===== src/hdl/pfb_pkg.sv =====
// Shared types, codes and constants for the page framebuffer.
package pfb_pkg;

   localparam int PAGE_HEIGHT = 8;
   localparam int HEADER_LEN  = 4;
   // Widest store: 256 columns by 8 pages.
   localparam int ADDR_MAX_W  = 11;

   localparam logic [7:0] CMD_PAGE_ADDR = 8'h22;
   localparam logic [7:0] CMD_COL_LOW   = 8'h00;
   localparam logic [7:0] CMD_COL_HIGH  = 8'h10;

   // Positions of the header bytes within a page.
   localparam logic [1:0] HDR_PAGE_CMD = 2'd0;
   localparam logic [1:0] HDR_PAGE_NUM = 2'd1;
   localparam logic [1:0] HDR_COL_LOW  = 2'd2;
   localparam logic [1:0] HDR_COL_HIGH = 2'd3;

   typedef enum logic [1:0] {
      OP_PIXEL   = 2'd0,
      OP_REFRESH = 2'd1,
      OP_TICK    = 2'd2
   } op_type;

   typedef enum logic [1:0] {
      KIND_PIXEL = 2'd0,
      KIND_CMD   = 2'd1,
      KIND_DATA  = 2'd2
   } kind_type;

   typedef enum logic [1:0] {
      BK_CLEAR  = 2'd0,
      BK_RUN    = 2'd1,
      BK_MODIFY = 2'd2,
      BK_FETCH  = 2'd3
   } back_state_type;

   typedef struct packed {
      kind_type                kind;
      logic [ADDR_MAX_W-1:0]   addr;
      logic [2:0]              bit_idx;
      logic                    pixel_on;
      logic [7:0]              cmd_byte;
      logic                    last;
   } entry_type;

   function automatic logic [7:0] header_byte(input logic [1:0] idx,
                                              input logic [7:0] page);
      logic [7:0] b;
      b = CMD_PAGE_ADDR;
      unique case (idx)
         HDR_PAGE_CMD: b = CMD_PAGE_ADDR;
         HDR_PAGE_NUM: b = page;
         HDR_COL_LOW:  b = CMD_COL_LOW;
         HDR_COL_HIGH: b = CMD_COL_HIGH;
         default:      b = CMD_PAGE_ADDR;
      endcase
      return b;
   endfunction

endpackage


===== src/hdl/pfb_queue.sv =====
// Two-entry queue between front and back end.
module pfb_queue (
   input  logic               clock,
   input  logic               reset,
   input  logic               push,
   input  pfb_pkg::entry_type push_entry,
   input  logic               pop,
   output pfb_pkg::entry_type head,
   output logic               empty,
   output logic               full
);

   pfb_pkg::entry_type slot_ff [2];
   logic       wr_ptr_ff, wr_ptr_in;
   logic       rd_ptr_ff, rd_ptr_in;
   logic [1:0] count_ff, count_in;

   assign empty = count_ff == 2'd0;
   assign full  = count_ff == 2'd2;
   assign head  = slot_ff[rd_ptr_ff];

   always_comb begin
      wr_ptr_in = push ? !wr_ptr_ff : wr_ptr_ff;
      rd_ptr_in = pop  ? !rd_ptr_ff : rd_ptr_ff;
      count_in  = count_ff + {1'b0, push} - {1'b0, pop};
   end

   always_ff @(posedge clock) begin
      if (push) begin
         slot_ff[wr_ptr_ff] <= push_entry;
      end
   end

   always_ff @(posedge clock) begin
      if (reset) begin
         wr_ptr_ff <= 1'b0;
         rd_ptr_ff <= 1'b0;
         count_ff  <= 2'd0;
      end else begin
         wr_ptr_ff <= wr_ptr_in;
         rd_ptr_ff <= rd_ptr_in;
         count_ff  <= count_in;
      end
   end

endmodule


===== config.mk =====
export PLATFORM = sky130hd
export DESIGN_NAME = pfb_queue
export DESIGN_NICKNAME = d
export VERILOG_FILES = /design/src/hdl/pfb_pkg.sv /design/src/hdl/pfb_queue.sv
export SDC_FILE = /design/constraint.sdc
export NUM_CORES = 1
export LEC_CHECK = 0
export BUFFER_PORTS_ARGS = -buffer_cell sky130_fd_sc_hd__clkbuf_2
export CORE_MARGIN = 4
export CORE_UTILIZATION = 50
export CTS_CLUSTER_SIZE = 10
export DETAILED_ROUTE_END_ITERATION = 8
export PLACE_DENSITY = 0.75
export REMOVE_ABC_BUFFERS = 1
export SETUP_SLACK_MARGIN = 0.4
export SLEW_MARGIN = 10
export SYNTH_ARGS = -nofsm -noshare
export SYNTH_HDL_FRONTEND = slang
export SYNTH_SLANG_ARGS = --single-unit

===== constraint.sdc =====
create_clock -name clock -period 2.97 [get_ports clock]
set_input_delay 0.4455 -clock clock [delete_from_list [all_inputs] [get_ports clock]]
set_output_delay 0.4455 -clock clock [all_outputs]
set_load 0.05 [all_outputs]

==> impl_results.md <==
* Slew HR at 46.6%
* H-tree levels at 3
* Yosys reg bits at 57
* Max Fclk at 438 MHz
* Post-layout nets at 201
* Fin. Hold Viols at 0
* PostCTS Resize Cnt at 0
* Most frequent cell after synthesis: edfxtp_1
* Post-synthesis mux area share at 16.7%
* WL per Instance at 15.6 um
* Post-synthesis adder-cell area fraction at 1.14%
* Final Critical Period at 2280 ps
* I/O pin count at 58
* Post-synth EDFFs at 52
* Starting Density at 53.4%
* Post-CTS Hold Buffers at 0
* Share of the synthesized area in the top cell type at 71.1%
* Hold/Removal Path Class: in -> reg
* Commonest cells in the netlist: edfxtp_1 (52), mux2_4 (20), mux2_2 (6), dfxtp_1 (5), nor2_1 (5)
* Total CTS buffers at 9
* Worst hold slack at 314 ps
* Largest family of logic cells by synthesized area: multiplexers
* Largest net degree at the start of global routing at 27
* Reg2reg end: slot_ff[1][2]$_DFFE_PP_
* Fin. max-slew vios at 0
* Data arrival, critical path at 1840 ps
* Area contributors post-synth: edfxtp_1 (71%), mux2_4 (14%), dfxtp_1 (4.6%)
* Final instance area at 0.00269 mm^2
* Total number of vias at 1078
* R2R depth at 2
* Area added between synthesis and finish at 22.5%
* Initial antenna violation count at 0
* Post-synth cell types at 13
* Gr usage total at 14.4%
* Crit Path Max Fanout at 26
* RSZ-0062 raised after global routing: no
* Skew-Pair Late Insertion Delay at 320 ps
* Fin Clk Skew at 4.38 ps
* Worst slew pin tran at 802 ps
* DR DRC count at 0
* Total negative setup slack at 0 ps
* Clk pin slew, worst setup/hold paths at 60 ps
* Die X at 74.3 um
* Layout cell share with drive strength beyond 1 at 56.9%
* Pwr Density at 737 mW/mm^2
* CORE AREA at 0.00412 mm^2
* Post-synthesis sequential area ratio at 75.6%
* Height of the die at 74.3 um
* Max_cap viols at 0
* Worst R2R Start: wr_ptr_ff$_SDFFE_PP0P_
* Worst endpoint required time at 2520 ps
* IO Port Bufs at 57
* Hpwl dp at 2.50 mm
* Util after Layout at 65.4%
* Setup violators final at 0
* Synth Area per Inst at 21.5 um^2
* Simple-gate share of the synthesized area at 1.99%
* Synthesis Warnings at 0
* Post-route insts no fill at 224
* Vias per Instance at 4.81
* Async SR Flop Fraction at 0%
* Startpoint types: register
* Routed Antenna Nets at 0
* Gr ovfl total at 0
* Max Root-Sink Buffers at 2
* Tcrit/Tclk final at 76.9%
* Status: completed
* GPL Wtd Cong at 0.615
* First-pass GRT wire length at 5.38 mm
* Postcts setup bufs at 0
* Setup crit end: head[25]
* Placed inst area at 0.00251 mm^2
* Hold path startpoint: push_entry[0]
* Worst VDD drop at 0.510 mV
* Clock sink count at 57
* Critical path class: reg -> out
* Number of diodes at 0
* Compound-Gate Fraction of Synth Area at 0%
* Post-Route WL at 3.50 mm
* R2R setup slack at 1440 ps
* Root cell of the clock tree: clkbuf_8
* Critical Path End Type: primary output
* 1st-pass router iterations at 4
* DR iter-0 viols at 46
* Placed Cells incl. Taps at 208
* Row cnt at 23
* Post-synthesis xor/xnor area fraction at 1.82%
* Number of global-route vias before repair at 1163
* Synth Instances at 102
* Mapped Area at 0.00220 mm^2
* CTS tree: built
* Dominant synthesized flop cell: edfxtp_1
* Cell taking the most area after synthesis: edfxtp_1
* Die area at 0.00552 mm^2
* Leakage at 1.10 nW
-- final cells by class --
type | instances | area [um^2]
Sequential cell | 57 | 1660
Fill cell | 298 | 1420
Multi-Input combinational cell | 40 | 479
Timing Repair Buffer | 59 | 300
Clock buffer | 12 | 135
Tap cell | 50 | 62.6
Clock inverter | 4 | 43.8
Inverter | 2 | 7.51
-- report_power, final --
group	internal [mW]	switching [mW]	total (mW)
clock network	0.382	0.268	0.650
registers	0.936	0.0343	0.970
logic	0.126	0.238	0.364
-- placed cells by master (no fill, tap or decap) --
cell	instances
clkbuf_2	57
inv_1	2
clkbuf_8	9
clkinv_2	2
xnor3_1	1
nor2b_2	1
ha_1	2
mux2_4	20
xnor2_1	2
and2_1	1
dfxtp_1	4
dfxtp_2	1
nor2b_1	2
clkbuf_1	3
edfxtp_1	52
clkinv_1	1
buf_4	2
nor2_1	5
mux2_2	6
bufinv_16	1
-- registers in the layout, indices dropped and copies added, names as in the netlist, named ones only --
signal	flops
count_ff	2
slot_ff	52
wr_ptr_ff	1
rd_ptr_ff	1
-- worst max-delay path, stage by stage, from the launching register on --
cell and delay, ps:
dfxtp_2 850, mux2_2 420, clkbuf_2 240
-- metal layers --
layer	track usage, %	part of all wire (%)
met1	14.7	37
met2	24.3	53
met3	6.89	8.5
met4	7.71	1.5
met5	0	0
-- through the flow --
step | setup WS [ps] | total power, mW
after global routing | 569 | 2.08
after floorplan | 886 | 1.27
after global placement | 1020 | 1.34
after detailed placement | 1010 | 1.36
final | 686 | 1.98
after CTS | 655 | 2.01
-- worst min path at each step --
stage                     cells past startpoint  slack [ps]                  endpoint
after floorplan                               2         480                  register
after global routing                          1         280  slot_ff[0][13]$_DFFE_PP_
after detailed placement                      2         500                  register
after CTS                                     1         300   slot_ff[0][0]$_DFFE_PP_
final                                         1         310   slot_ff[0][0]$_DFFE_PP_
after global placement                        2         500    rd_ptr_ff$_SDFFE_PP0P_
-- kinds of logic after synthesis --
kind of cell | Yosys count
buffers and inverters | 5
adder cells (fa/ha/maj) | 2
flip-flops | 57
multiplexers | 26
XOR/XNOR | 3
AND/OR/NAND/NOR | 9
Power figures use the tool's default switching activity.
