## config.mk

```make
export PLATFORM = sky130hd
export DESIGN_NAME = pfb_front_flat
export DESIGN_NICKNAME = d
export VERILOG_FILES = /design/src/hdl/pfb_pkg.sv /design/src/hdl/pfb_if.sv /design/src/hdl/pfb_front.sv /design/src/flat_wrapper.sv
export SDC_FILE = /design/constraint.sdc
export NUM_CORES = 1
export LEC_CHECK = 0
export ABC_AREA = 1
export BUFFER_PORTS_ARGS = -buffer_cell sky130_fd_sc_hd__buf_2
export CAP_MARGIN = 20
export CORE_UTILIZATION = 37
export CTS_CLUSTER_SIZE = 28
export DETAILED_ROUTE_END_ITERATION = 16
export HOLD_SLACK_MARGIN = 0.08
export PLACE_DENSITY = 0.66
export SETUP_SLACK_MARGIN = 0.4
export SLEW_MARGIN = 20
export SYNTH_ARGS = -nofsm -noshare
export SYNTH_HDL_FRONTEND = slang
export SYNTH_SLANG_ARGS = --single-unit
```

## constraint.sdc

```tcl
create_clock -name clock -period 1.65 [get_ports clock]
set_clock_uncertainty 0.15 [all_clocks]
set_input_delay 0.165 -clock clock [delete_from_list [all_inputs] [get_ports clock]]
set_output_delay 0.165 -clock clock [all_outputs]
set_load 0.01 [all_outputs]
```

## src/hdl/pfb_pkg.sv

```systemverilog
// Shared types, codes and constants for the page framebuffer.
package pfb_pkg;

   localparam int PAGE_HEIGHT = 8;
   localparam int HEADER_LEN  = 4;
   // Widest store: 256 columns by 8 pages.
   localparam int ADDR_MAX_W  = 11;

   localparam logic [7:0] CMD_PAGE_ADDR = 8'h22;
   localparam logic [7:0] CMD_COL_LOW   = 8'h00;
   localparam logic [7:0] CMD_COL_HIGH  = 8'h10;

   // Positions of the header bytes within a page.
   localparam logic [1:0] HDR_PAGE_CMD = 2'd0;
   localparam logic [1:0] HDR_PAGE_NUM = 2'd1;
   localparam logic [1:0] HDR_COL_LOW  = 2'd2;
   localparam logic [1:0] HDR_COL_HIGH = 2'd3;

   typedef enum logic [1:0] {
      OP_PIXEL   = 2'd0,
      OP_REFRESH = 2'd1,
      OP_TICK    = 2'd2
   } op_type;

   typedef enum logic [1:0] {
      KIND_PIXEL = 2'd0,
      KIND_CMD   = 2'd1,
      KIND_DATA  = 2'd2
   } kind_type;

   typedef enum logic [1:0] {
      BK_CLEAR  = 2'd0,
      BK_RUN    = 2'd1,
      BK_MODIFY = 2'd2,
      BK_FETCH  = 2'd3
   } back_state_type;

   typedef struct packed {
      kind_type                kind;
      logic [ADDR_MAX_W-1:0]   addr;
      logic [2:0]              bit_idx;
      logic                    pixel_on;
      logic [7:0]              cmd_byte;
      logic                    last;
   } entry_type;

   function automatic logic [7:0] header_byte(input logic [1:0] idx,
                                              input logic [7:0] page);
      logic [7:0] b;
      b = CMD_PAGE_ADDR;
      unique case (idx)
         HDR_PAGE_CMD: b = CMD_PAGE_ADDR;
         HDR_PAGE_NUM: b = page;
         HDR_COL_LOW:  b = CMD_COL_LOW;
         HDR_COL_HIGH: b = CMD_COL_HIGH;
         default:      b = CMD_PAGE_ADDR;
      endcase
      return b;
   endfunction

endpackage

```

## src/hdl/pfb_if.sv

```systemverilog
// Request and response channel interfaces.
interface pfb_req_if;
   logic       valid;
   logic       ready;
   logic [1:0] opcode;
   logic [6:0] pixel_x;
   logic [4:0] pixel_y;
   logic       pixel_on;

   modport source (output valid, opcode, pixel_x, pixel_y, pixel_on, input ready);
   modport sink   (input valid, opcode, pixel_x, pixel_y, pixel_on, output ready);
endinterface


```

## src/hdl/pfb_front.sv

```systemverilog
// Front end: takes request beats, tracks refresh position, queues work.
module pfb_front #(
   parameter int COLUMNS    = 128,
   parameter int PAGE_COUNT = 4
) (
   input  logic               clock,
   input  logic               reset,
   pfb_req_if.sink            req,
   input  logic               q_full,
   input  logic               clear_busy,
   output logic               q_push,
   output pfb_pkg::entry_type q_entry
);

   localparam int PG_W  = (PAGE_COUNT > 1) ? $clog2(PAGE_COUNT) : 1;
   localparam int BIP_W = $clog2(COLUMNS + pfb_pkg::HEADER_LEN);
   localparam int AW    = pfb_pkg::ADDR_MAX_W;
   localparam int BIT_W = $clog2(pfb_pkg::PAGE_HEIGHT);

   logic             active_ff, active_in;
   logic [PG_W-1:0]  page_ff, page_in;
   logic [BIP_W-1:0] bip_ff, bip_in;

   logic       accept;
   logic [1:0] pix_page;
   logic       pix_ok;
   logic       end_of_page;
   logic       last_page;

   assign req.ready = !q_full && !clear_busy;
   assign accept    = req.valid && req.ready;

   assign pix_page    = req.pixel_y[4:BIT_W];
   assign pix_ok      = (int'(req.pixel_x) < COLUMNS) && (int'(pix_page) < PAGE_COUNT);
   assign end_of_page = bip_ff == BIP_W'(COLUMNS + pfb_pkg::HEADER_LEN - 1);
   assign last_page   = page_ff == PG_W'(PAGE_COUNT - 1);

   always_comb begin
      active_in = active_ff;
      page_in   = page_ff;
      bip_in    = bip_ff;
      q_push    = 1'b0;
      q_entry   = '0;
      q_entry.bit_idx  = req.pixel_y[BIT_W-1:0];
      q_entry.pixel_on = req.pixel_on;
      if (accept) begin
         unique case (pfb_pkg::op_type'(req.opcode))
            pfb_pkg::OP_PIXEL: begin
               q_push       = pix_ok;
               q_entry.kind = pfb_pkg::KIND_PIXEL;
               q_entry.addr = AW'(int'(pix_page) * COLUMNS + int'(req.pixel_x));
            end
            pfb_pkg::OP_REFRESH: begin
               active_in = 1'b1;
               page_in   = '0;
               bip_in    = '0;
            end
            pfb_pkg::OP_TICK: begin
               if (active_ff) begin
                  q_push       = 1'b1;
                  q_entry.last = end_of_page && last_page;
                  if (int'(bip_ff) < pfb_pkg::HEADER_LEN) begin
                     q_entry.kind     = pfb_pkg::KIND_CMD;
                     q_entry.cmd_byte = pfb_pkg::header_byte(bip_ff[1:0], 8'(page_ff));
                  end else begin
                     q_entry.kind = pfb_pkg::KIND_DATA;
                     q_entry.addr = AW'(int'(page_ff) * COLUMNS + int'(bip_ff)
                                        - pfb_pkg::HEADER_LEN);
                  end
                  if (end_of_page) begin
                     bip_in = '0;
                     if (last_page) begin
                        active_in = 1'b0;
                        page_in   = '0;
                     end else begin
                        page_in = page_ff + 1'b1;
                     end
                  end else begin
                     bip_in = bip_ff + 1'b1;
                  end
               end
            end
            default: ;
         endcase
      end
   end

   always_ff @(posedge clock) begin
      if (reset) begin
         active_ff <= 1'b0;
         page_ff   <= '0;
         bip_ff    <= '0;
      end else begin
         active_ff <= active_in;
         page_ff   <= page_in;
         bip_ff    <= bip_in;
      end
   end

endmodule

```

## src/flat_wrapper.sv

```systemverilog
// flat-port wrapper written by rule: the top's interface ports become plain ports
module pfb_front_flat 
#(
   parameter int COLUMNS    = 128,
   parameter int PAGE_COUNT = 4
)
  (clock, reset, q_full, clear_busy, q_push, q_entry, req_valid, req_opcode, req_pixel_x, req_pixel_y, req_pixel_on, req_ready);
  pfb_req_if req_i ();
  input  logic clock;
  input  logic reset;
  input  logic q_full;
  input  logic clear_busy;
  output logic q_push;
  output pfb_pkg::entry_type q_entry;
  input wire logic [$bits(req_i.valid)-1:0] req_valid;
  input wire logic [$bits(req_i.opcode)-1:0] req_opcode;
  input wire logic [$bits(req_i.pixel_x)-1:0] req_pixel_x;
  input wire logic [$bits(req_i.pixel_y)-1:0] req_pixel_y;
  input wire logic [$bits(req_i.pixel_on)-1:0] req_pixel_on;
  output wire logic [$bits(req_i.ready)-1:0] req_ready;
  assign req_i.valid = req_valid;
  assign req_i.opcode = req_opcode;
  assign req_i.pixel_x = req_pixel_x;
  assign req_i.pixel_y = req_pixel_y;
  assign req_i.pixel_on = req_pixel_on;
  assign req_ready = req_i.ready;
  pfb_front #(.COLUMNS(COLUMNS), .PAGE_COUNT(PAGE_COUNT)) u_core (.clock(clock), .reset(reset), .req(req_i), .q_full(q_full), .clear_busy(clear_busy), .q_push(q_push), .q_entry(q_entry));
endmodule
```

==> results <==
- The most numerous cell type found on the critical path is ha_4.
- STA classifies the critical path startpoint as a flip-flop.
- The critical path class is reg2out.
- The largest area contributor in the netlist is dfxtp_1.
- Once detail routing completed, the nets flagged for antenna violations numbered 0.
- The setup slack of the critical path after layout is -0.207 ns.
- The overall die area is 0.00350 sq mm.
- The global placer's final weighted congestion is 0.750.
- Among all flip-flop cells after synthesis, the most frequent one is dfxtp_1.
- The post-synthesis average cell area is 6.02 sq um.
- Of all nets on the critical path, the largest fanout is 3.
- The leakage power total is 0.936 nW.
- In this run the number of cells on the critical path is 7.
- In this run the deepest clock path goes through 2 buffers.
- The count of unresolved DRC violations after routing is 0.
- Summing every instance area after synthesis gives 0.00121 sq mm.
- The number of antenna cells inserted is 0.
- The worst flop-to-flop path startpoint is u_core.bip_ff[2].
- Measured in cells, the most critical reg-to-reg path has a length of 12.
- The average via count per standard cell is 4.61.
- The power spent charging and discharging nets is 0.187 mW.
- Setup repair after global routing could not meet its margin everywhere.
- During placement, the flow inserted port buffers numbering 35.
- The total vias in the final route is 1,383.
- The number of hold violations in the final report is 0.
- The library cell contributing the largest single delay on the critical path is dfxtp_4.
- TritonCTS built the clock tree.
- The core region area is 0.00308 sq mm.
- The floorplan step set the die width to 59.2 microns.
- After floorplanning, the core was divided into 20 placement rows.
- Walking the worst path, the cells encountered are ha_4 -> inv_4 -> ha_4 -> nand4_1 -> nand3_2 -> a21oi_2 -> buf_2.
- The finished cells cover 0.00193 sq mm.
- The data arrival at the endpoint of the critical path is 1.54 ns.
- Yosys mapped a number of flops with a built-in enable equal to 0.
- After synthesis, the most frequently instantiated cells are 52 x nand2_1, 32 x inv_1, 29 x nor2_1.
- The internal portion of total power is 0.412 mW.
- Grouping stages by cell kind, the critical path spends the most delay in flip-flops.
- For this run, the slowest stage of the critical path takes 0.37 ns.
- The final worst-path cycle share is 113%.
- The count of yosys warnings during synthesis is 0.
- The clock root buffer master is clkbuf_4.
- The total wire length after detailed routing is 3270 microns.
- The path class of the lowest-slack min-delay path is in2out.
- In this run, flip-flops and latches consume 45.0% of the power.
- The growth of design area from synthesis to finish is 59.3%.
- For this run, the detailed router's first-pass iteration total came to 4.
- The die extent in y is 59.2 microns.
- The clock network fraction of total power is 33.7%.
- In the final layout, the share of cells above drive strength 1 is 54.7%.
- The clock slew at the register clock pins of the worst setup and hold paths is 0.08 ns.
- The startpoint of the most critical setup path is u_core.bip_ff[7].
- The number of buffers created by CTS is 3.
- The peak clock frequency supported by timing is 539 MHz.
- The capturing element of the worst setup path is q_entry[21].
- The later pin in the worst-skew pair is clocked with a latency of 0.28 ns.
- The number of slew-limit violations in the final report is 0.
- The tool flagged a number of max-cap violations equal to 0.
- Summed over all nets, the half-perimeter wirelength after detailed placement is 2300 microns.
- After synthesis, flip-flops and latches occupy 18.2% of the total area.
- The async set-or-reset flop fraction in the synthesized netlist is 0%.
- The portion of synthesized cell area occupied by the leading cell type is 18.2%.
- The required time reported for the critical path endpoint is 1.33 ns.
- The unique cell type count in the Yosys netlist is 27.
- After the first detailed-routing iteration, the DRC count stood at 37.
- 48 I/O pins were placed.
- The power per cell area is 311 mW/mm^2.
- The cell count after synthesis is 201.
- The launch point of the worst hold path is req_pixel_y[0].
- The worst-case vdd ir drop is 0.251 mV.
- The synthesized design contains 11 register bits.
- In the final routed layout, each cell accounts on average for 10.9 microns.
- Once placement finished, the instance area stood at 0.00164 sq mm.
- The checks that failed: negative setup slack.
- The first-pass GRT wire length is 5170 microns.
- The setup-violating endpoint count in the final report is 17.
- The setup slack on the worst flop-to-flop path is 0.03 ns.
- Global routing used 19.5% of the available tracks across all layers.
- The initial antenna violation count is 0.
- The pin count of the biggest net entering global routing is 14.
- The portion of total power attributed to combinational logic is 21.3%.
- The net switching share of the total power is 31.2%.
- The capture instance of the worst register-to-register path is u_core.bip_ff[5].
- Overall power consumption after layout is estimated at 0.600 mW.
- The number of sinks handled by clock tree synthesis is 11.
- The layout filler cell count is 280.
- The shortest period the worst path allows is 1.86 ns.
- Global routing finished with a remaining overflow of 0.
- The most common cell in the synthesized netlist is nand2_1.
- Summed over all failing endpoints, the final setup total negative slack is -2.14 ns.
- The run finished, with violations left.
- The number of nets at the end of the flow is 291.
- Once the floorplan was initialized, standard cells occupied 39.3% of the core.
- By area the synthesized netlist is led by dfxtp_1 18%, nand2_1 16%, ha_1 14%, inv_1 9.9%, nor2_1 9.0%.
- The critical path contains buffers and inverters numbering 2 combined.
- The via count of the first global-routing pass is 1,265.
- The number of levels the H-tree was split into is 1.
- STA classifies the critical path endpoint as an output pin.
-- kinds of logic after synthesis --
family          share of synthesized area (%)
fa+ha+maj                                14.5
buf+inv                                  17.2
compound gates                           6.62
other cells                             0.310
xor+xnor                                 5.07
simple gates                             38.2
flops                                    18.2
-- worst min-delay path by stage --
stage	cells after the start	slack, ns	endpoint
2_1_floorplan	1	0.08	u_core.bip_ff[1]
3_3_place_gp	0	0.18	q_entry[10]
3_5_place_dp	0	0.18	q_entry[10]
4_1_cts	0	0.18	q_entry[10]
5_1_grt	0	0.18	q_entry[12]
6_report	0	0.18	q_entry[10]
-- sequential cells by signal, summed over array words and instances (netlist names) --
signal	flops
u_core.active_ff	1
u_core.bip_ff	8
u_core.page_ff	2
-- power groups by stage --
stage	logic, mW	registers, mW	clock network (mW)
after floorplan	0.0867	0.278	0
after global placement	0.110	0.279	0
after detailed placement	0.111	0.279	0
after CTS	0.120	0.269	0.202
after global routing	0.142	0.271	0.219
final	0.128	0.270	0.202
-- per-stage QoR --
step                worst slack [ns]  hold slack, ns  std cells  utilization [%]
finish                        -0.207           0.180        300             62.6
global route                  -0.288           0.180        300             62.6
CTS                           -0.190           0.180        296             58.1
detailed placement            0.0423           0.180        282             53.1
global placement              0.0744           0.180        282             53.1
floorplan                      0.199          0.0767        204                -
-- per-layer routing --
layer	part of all wire [%]	wire length, microns	track usage, %	vias to the layer above
met3	2.6	84	1.97	9
met1	46	1520	24.5	633
met2	49	1590	33.5	32
met5	0	0	0	-
li1	-	-	-	709
met4	2.4	78	8.16	0
-- layout make-up --
class | count | area (sq um) | share of cell area (%)
inverters | 33 | 134 | 6.95
flip-flops and latches | 11 | 238 | 12.3
repair buffers | 60 | 398 | 20.6
clock buffers | 4 | 26.3 | 1.36
multi-input cells | 148 | 1080 | 55.8
well taps | 44 | 55.1 | 2.86
-- layout by cell type (no fill, tap or decap), drive strengths merged, types with 4 or more instances in the layout --
master,Yosys,layout
nand3,12,12
ha,14,14
clkbuf,1,4
buf,11,59
inv,33,33
nor2,32,32
dfxtp,11,11
conb,1,4
xor2,6,6
a21oi,14,14
nand2,54,54
nor3,5,5
-- worst register-to-register path: stages (launching register included) --
cell	delay, ns
dfxtp_2	0.33
inv_2	0.07
ha_4	0.16
buf_6	0.12
nand2_4	0.04
inv_2	0.04
nand3_2	0.09
buf_6	0.13
buf_6	0.12
nand2_8	0.07
nand2_4	0.05
nand2_4	0.09
nor2_1	0.05
-- what timing repair did --
item / CTS / global route
resized for setup: 18 / 32
hold buffers: 1 / 0
cloned: 0 / 0
setup endpoints to repair: 29 / 30
endpoints found under the hold margin: 3 / 0
pin swaps: 13 / 17
buffers inserted: 9 / 4
Note: power is estimated with default switching activity, not from simulation.
